--- src/rtl/local_snv_window_normalizer_unit_assert.svh ---
// Assertion macros for the moving-window normalizer.
`ifndef LOCAL_SNV_WINDOW_NORMALIZER_UNIT_ASSERT_SVH
`define LOCAL_SNV_WINDOW_NORMALIZER_UNIT_ASSERT_SVH
`ifndef SYNTH
`define SNV_AST_IMP(lbl, clk, rst_n, ante, cons) \
	lbl: assert property (@(posedge clk) disable iff (!rst_n) (ante) |-> (cons)) \
		else $error("snv assertion failed");
`define SNV_AST_NXT(lbl, clk, rst_n, ante, cons) \
	lbl: assert property (@(posedge clk) disable iff (!rst_n) (ante) |=> (cons)) \
		else $error("snv assertion failed");
`else
`define SNV_AST_IMP(lbl, clk, rst_n, ante, cons)
`define SNV_AST_NXT(lbl, clk, rst_n, ante, cons)
`endif
`endif

--- src/rtl/snv_pkg.sv ---
`default_nettype none
package snv_pkg;
	localparam int SAMPLE_W     = 16;
	localparam int OUT_W        = 20;
	localparam int FRAC_W       = 12;
	localparam int WW_W         = 6;
	localparam int MAX_WINDOW   = 63;
	localparam int MAX_ROW_DEF  = 1024;
	localparam int MAX_OUT_STEP = 32;
	localparam int NOUT_W       = 6;
	localparam int SUM_W        = 23;
	localparam int SQS_W        = 37;
	localparam int WQ_W         = 43;
	localparam int SS_W         = 46;
	localparam int NUM_W        = 24;
	localparam int D_W          = 44;
	localparam int ROOT_W       = D_W / 2;
	localparam int SREM_W       = ROOT_W + 2;
	localparam int MAG_W        = NUM_W + FRAC_W;
	localparam int DIVN_W       = MAG_W + 1;
	localparam int IT_W         = 6;
	localparam int CFG_IDX_W    = 2;
	localparam int CFG_DATA_W   = 16;

	localparam logic [CFG_IDX_W-1:0] REG_WINDOW_WIDTH = 2'd0;
	localparam logic [CFG_IDX_W-1:0] REG_PAD_MODE     = 2'd1;
	localparam logic [CFG_IDX_W-1:0] REG_PAD_CONSTANT = 2'd2;

	localparam logic [1:0] PAD_REFLECT  = 2'd0;
	localparam logic [1:0] PAD_EDGE     = 2'd1;
	localparam logic [1:0] PAD_CONSTANT = 2'd2;
	localparam logic [1:0] PAD_INVALID  = 2'd3;

	typedef enum logic [3:0] {
		S_IDLE, S_CHECK, S_XREAD, S_XCAP, S_BACK, S_SADDR, S_SDATA,
		S_CALC1, S_CALC2, S_NWAIT, S_OUTP
	} snv_state_t;

	typedef enum logic [2:0] {
		N_IDLE, N_SQRT, N_PREP, N_DIV, N_FIN
	} norm_state_t;

	typedef struct packed {
		logic [D_W-1:0]          d;
		logic signed [NUM_W-1:0] num;
		logic [WW_W-1:0]         w;
	} norm_req_t;

	typedef struct packed {
		logic signed [OUT_W-1:0] value;
		logic                    sat;
	} norm_res_t;
endpackage
`default_nettype wire

--- src/rtl/snv_norm_unit.sv ---
`default_nettype none
module snv_norm_unit (
	input  wire logic                clk,
	input  wire logic                arst_n,
	input  wire logic                start,
	input  wire snv_pkg::norm_req_t  req,
	output logic                     busy,
	output logic                     done,
	output snv_pkg::norm_res_t       res
);
	localparam int DW = snv_pkg::D_W;
	localparam int RW = snv_pkg::ROOT_W;
	localparam int SW = snv_pkg::SREM_W;
	localparam int NW = snv_pkg::DIVN_W;
	localparam int OW = snv_pkg::OUT_W;
	localparam int IW = snv_pkg::IT_W;
	localparam logic [NW-1:0] POS_LIM = NW'((64'd1 << (OW - 1)) - 64'd1);
	localparam logic [NW-1:0] NEG_LIM = NW'(64'd1 << (OW - 1));

	snv_pkg::norm_state_t state_q, state_d;

	logic [DW-1:0]                    d_q;
	logic [RW-1:0]                    root_q;
	logic [SW-1:0]                    srem_q;
	logic [RW-1:0]                    den_q;
	logic [NW-1:0]                    n_q;
	logic [NW-1:0]                    quo_q;
	logic [RW-1:0]                    drem_q;
	logic [snv_pkg::MAG_W-1:0]        mag_q;
	logic                             neg_q;
	logic [IW-1:0]                    it_q;
	logic                             done_q;
	snv_pkg::norm_res_t               res_q;

	logic [SW+1:0] rem_sh, trial;
	logic          sq_ge;
	logic [RW:0]   dsh;
	logic          dv_ge;
	logic [snv_pkg::NUM_W-1:0] num_abs;

	always_comb begin
		rem_sh  = {srem_q, d_q[DW-1 -: 2]};
		trial   = {2'b00, root_q, 2'b01};
		sq_ge   = rem_sh >= trial;
		dsh     = {drem_q, n_q[NW-1]};
		dv_ge   = dsh >= {1'b0, den_q};
		num_abs = req.num[snv_pkg::NUM_W-1] ? $unsigned(-req.num) : $unsigned(req.num);
	end

	always_comb begin
		state_d = state_q;
		unique case (state_q)
			snv_pkg::N_IDLE: begin
				if (start) begin
					state_d = (req.d == '0) ? snv_pkg::N_PREP : snv_pkg::N_SQRT;
				end
			end
			snv_pkg::N_SQRT: begin
				if (it_q == IW'(1)) begin
					state_d = snv_pkg::N_PREP;
				end
			end
			snv_pkg::N_PREP: state_d = snv_pkg::N_DIV;
			snv_pkg::N_DIV: begin
				if (it_q == IW'(1)) begin
					state_d = snv_pkg::N_FIN;
				end
			end
			snv_pkg::N_FIN: state_d = snv_pkg::N_IDLE;
			default: state_d = snv_pkg::N_IDLE;
		endcase
	end

	always_ff @(posedge clk or negedge arst_n) begin
		if (!arst_n) begin
			state_q <= snv_pkg::N_IDLE;
			done_q  <= 1'b0;
		end else begin
			state_q <= state_d;
			done_q  <= (state_q == snv_pkg::N_FIN);
		end
	end

	always_ff @(posedge clk) begin
		case (state_q)
			snv_pkg::N_IDLE: begin
				if (start) begin
					d_q    <= req.d;
					root_q <= '0;
					srem_q <= '0;
					den_q  <= RW'(req.w);
					mag_q  <= {num_abs, {snv_pkg::FRAC_W{1'b0}}};
					neg_q  <= req.num[snv_pkg::NUM_W-1];
					it_q   <= IW'(RW);
				end
			end
			snv_pkg::N_SQRT: begin
				d_q  <= d_q << 2;
				it_q <= it_q - IW'(1);
				if (sq_ge) begin
					srem_q <= SW'(rem_sh - trial);
					root_q <= {root_q[RW-2:0], 1'b1};
				end else begin
					srem_q <= SW'(rem_sh);
					root_q <= {root_q[RW-2:0], 1'b0};
				end
				if (it_q == IW'(1)) begin
					den_q <= sq_ge ? {root_q[RW-2:0], 1'b1} : {root_q[RW-2:0], 1'b0};
				end
			end
			snv_pkg::N_PREP: begin
				n_q    <= NW'(mag_q) + NW'(den_q >> 1);
				quo_q  <= '0;
				drem_q <= '0;
				it_q   <= IW'(NW);
			end
			snv_pkg::N_DIV: begin
				n_q    <= n_q << 1;
				it_q   <= it_q - IW'(1);
				drem_q <= dv_ge ? RW'(dsh - {1'b0, den_q}) : RW'(dsh);
				quo_q  <= {quo_q[NW-2:0], dv_ge};
			end
			snv_pkg::N_FIN: begin
				if (neg_q) begin
					res_q.sat   <= quo_q > NEG_LIM;
					res_q.value <= (quo_q > NEG_LIM) ? $signed(NEG_LIM[OW-1:0])
						: $signed(-quo_q[OW-1:0]);
				end else begin
					res_q.sat   <= quo_q > POS_LIM;
					res_q.value <= (quo_q > POS_LIM) ? $signed(POS_LIM[OW-1:0])
						: $signed(quo_q[OW-1:0]);
				end
			end
			default: ;
		endcase
	end

	assign busy = (state_q != snv_pkg::N_IDLE);
	assign done = done_q;
	assign res  = res_q;
endmodule
`default_nettype wire

--- config.mk ---
export PLATFORM = sky130hd
export DESIGN_NAME = snv_norm_unit
export DESIGN_NICKNAME = d
export VERILOG_FILES = /design/src/rtl/local_snv_window_normalizer_unit_assert.svh /design/src/rtl/snv_pkg.sv /design/src/rtl/snv_norm_unit.sv
export SDC_FILE = /design/constraint.sdc
export NUM_CORES = 1
export LEC_CHECK = 0
export ABC_AREA = 1
export BUFFER_PORTS_ARGS = -buffer_cell sky130_fd_sc_hd__buf_2
export CORE_ASPECT_RATIO = 1.1
export CORE_MARGIN = 1
export CORE_UTILIZATION = 65
export DETAILED_ROUTE_END_ITERATION = 6
export HOLD_SLACK_MARGIN = 0.1
export PLACE_DENSITY = 0.91
export SYNTH_ARGS = -nofsm -noshare
export SYNTH_HDL_FRONTEND = slang
export SYNTH_SLANG_ARGS = --single-unit
--- constraint.sdc ---
create_clock -name clk -period 8.66 [get_ports clk]
set_input_delay 1.732 -clock clk [delete_from_list [all_inputs] [get_ports clk]]
set_output_delay 1.732 -clock clk [all_outputs]
set_load 0.005 [all_outputs]
==> results.toml <==
[status]
status = "finished with violations"
violations = "design-rule violations"

[yosys]
ys_seq_elements = 264
synth_edf_count = 260
ys_seq_area_share_pct = 49.02
ys_types = 45
ys_async_sr_fraction_pct = 1.515
synthFlopType = "edfxtp_1"
ys.warnings.count = 0
avgSynthCellArea_sq_um = 8.034
synth_area_sq_um = 16130
synth_nets = 2147
synth_cells = 2008

[clocking]
cts_setup_buffers = 0
insertion_delay_ns = 0.55
clkTransAtPathRegs_ns = 0.06
numCtsBuffers = 27
cts.sinks = 264
cts-root-buf = "clkbuf_16"
cts_htree_levels = 1
cts_tree = "done"
cts.path.max_buffers = 3
cts_resized = 0
cts_hold_buf = 0

[route]
vias_per_cell = 5.618
drt_pass1_iterations = 7
dr_total_vias = 13620
wirelength_mm = 36.31
antenna_left = 0
drt_iter0_markers = 1143
drc = 7
drt-wirelength-per-cell_um = 14.98

[timing]
skew_ns = 0.008258
finalSetupViolations = 0
fmax_mhz = 285.4
finalCritPeriodShare_pct = 40.46
period_needed_ns = 3.504
finalHoldViolations = 0
maxSlewViolCount = 0
relSlewSlack_pct = 21.82
rsz0062_at_grt = "false"
tightest_slew_ns = 1.171
tns_ns = 0

[floorplanning]
die_x_um = 152.2
io_pins = 100
start_util_pct = 66.12
core_sq_um = 24400
core.rowCount = 60
dieArea_sq_um = 25450
dieHeight_um = 167.2

[worst_setup_path]
cp.arrival_ns = 3.66
crit_required_ns = 8.82
cp_slowest_stage_delay_ns = 0.86
worstSetupPathType = "reg -> reg"
worst_setup_path_start_kind = "flip-flop"
worstPathMaxFanout = 90
cp-end-kind = "flip-flop"
slowest_stage = "buf_4"
cp_common_cell = "buf_4"
path_cells = "nor3_4 > buf_4 > inv_2 > nand2_4 > buf_4"

[final_layout]
synthToLayoutAreaGrowth_pct = 9.237
final_util_pct = 72.23
layout.nets = 2238
num-fill-cells = 1754
most-common-layout-cells = "625 x nand2_1, 294 x inv_1, 260 x edfxtp_1, 245 x nor2_1, 119 x nand3_1"
diodes = 0
layout-drive-gt1-share_pct = 8.893
mostFrequentLayoutCell = "nand2_1"

[placement]
dp_hpwl_mm = 26.19
io_buffers = 99
place_congestion = 0.9987

[global_route]
grt_pass1_vias = 13520
antenna_found_initial = 2
grt_start_max_net_pins = 91
grt.overflow.total = 0
grt_pass1_wl_mm = 60.64
grt_util_all_layers_pct = 29.14

[pwr]
intPower_mw = 1.982
clkPwrFrac_pct = 42.2
p_sw_share_pct = 20.81
cellPowerDensity_nw_per_um2 = 142.0
share_comb_of_total_power_pct = 2.3
ir_drop_v = 0.0001383
p_leak_nw = 8.677
seqPwrFrac_pct = 55.5
power_switching_uw = 520.8

[min_path]
hold_path.class = "reg -> reg"

[flow_run]
drv_cap = 0
[cell usage after synthesis (3+ instances only)]
master      n  area, sq um
a211oi_1    3        22.52
a21o_1      6        45.04
a21oi_1    44        220.2
and2_1      5        31.28
buf_2       7        35.03
buf_6       7        78.83
clkbuf_1   25        93.84
dfrtp_1     4        100.1
edfxtp_1  260         7807
ha_1       60        750.7
inv_1     294         1104
inv_2       7        26.28
nand2_1   626         2350
nand2_2     7        43.79
nand3_1   119        595.6
nand3_2     3        30.03
nand3b_1    5        37.54
nand4_1    39        244.0
nor2_1    248        930.9
nor2_2     16        100.1
nor3_1     21        105.1
nor4_1     13        81.33
o21ai_0    78        390.4
o21ai_1    16        80.08
o21bai_1    8        60.06
or2_2       3        18.77
xnor2_1    23        201.4
xor2_1     36        315.3
[worst max-delay path: cells and delay by family, from the launching register on]
kind | cells | cell delay (ns)
DFF | 1 | 0.51
buffers and inverters | 3 | 2.14
and+or+nand+nor | 2 | 0.40
[state kept, by name (all words and copies together) (netlist names)]
name,count
res,21
neg_q,1
root_q,22
quo_q,37
d_q,44
mag_q,24
done,1
state_q,3
den_q,22
srem_q,24
n_q,37
drem_q,22
it_q,6
[power groups by stage]
| stage | sequential (mW) | clock, mW | combinational [mW] |
|---|---|---|---|
| floorplan | 1.42 | 0 | 0.0266 |
| global placement | 1.42 | 0 | 0.0529 |
| detailed placement | 1.42 | 0 | 0.0557 |
| CTS | 1.39 | 1.06 | 0.0566 |
| global route | 1.39 | 1.11 | 0.0638 |
| finish | 1.39 | 1.06 | 0.0574 |
[layout make-up]
class                      count  area (sq um)  share of cell area [%]
clock buffer                  31         690.7                   3.919
clock inverter                13         77.57                  0.4402
inverter                     304          1144                   6.489
multi-input combinational   1398          6883                   39.06
sequential                   264          7908                   44.87
tap                          310         387.9                   2.201
timing repair buffer         104         533.0                   3.024
[per-stage QoR]
stage	total power, mW	setup slack, ns	cells	instance area [sq um]	hold slack, ns
global route	2.563	4.875	2424	17620	0.5423
global placement	1.469	4.902	2380	16850	0.5029
finish	2.503	5.156	2424	17620	0.5246
CTS	2.508	5.170	2424	17620	0.5257
floorplan	1.443	3.217	2008	16130	0.4943
detailed placement	1.472	4.819	2380	16850	0.5117
[layer usage]
| metal | track usage (%) | part of all wire (%) |
|---|---|---|
| met1 | 33.44 | 39 |
| met2 | 52.94 | 50 |
| met3 | 4.141 | 6.0 |
| met4 | 15.17 | 4.7 |
| met5 | 0 | 0.074 |
[worst paths after layout]
check / start / endpoint / slack, ns / cells after the start
max in group asynchronous: arst_n / done$_DFF_PN0_ / 7.56 / 1
min in group asynchronous: arst_n / state_q[1]$_DFFE_PN0P_ / 0.98 / 1
min: n_q[21]$_DFFE_PP_ / n_q[22]$_DFFE_PP_ / 0.52 / 2
max reg2reg: state_q[2]$_DFFE_PN0P_ / srem_q[2]$_SDFFCE_PN0P_ / 5.16 / 5
max: state_q[2]$_DFFE_PN0P_ / srem_q[2]$_SDFFCE_PN0P_ / 5.16 / 5
min reg2reg: n_q[21]$_DFFE_PP_ / n_q[22]$_DFFE_PP_ / 0.52 / 2
[kinds of logic (layout without fill, tap and decap cells)]
kind of cell,count (synthesis),after routing,share of synthesized area [%]
buffers and inverters,346,452,8.469
xor gates and xnor gates,59,59,3.203
adders and majority gates,62,62,4.902
AOI/OAI and AO/OA,161,161,5.336
DFF,264,264,49.02
and+or+nand+nor,1116,1116,29.08
(Power assumes the default switching activity.)
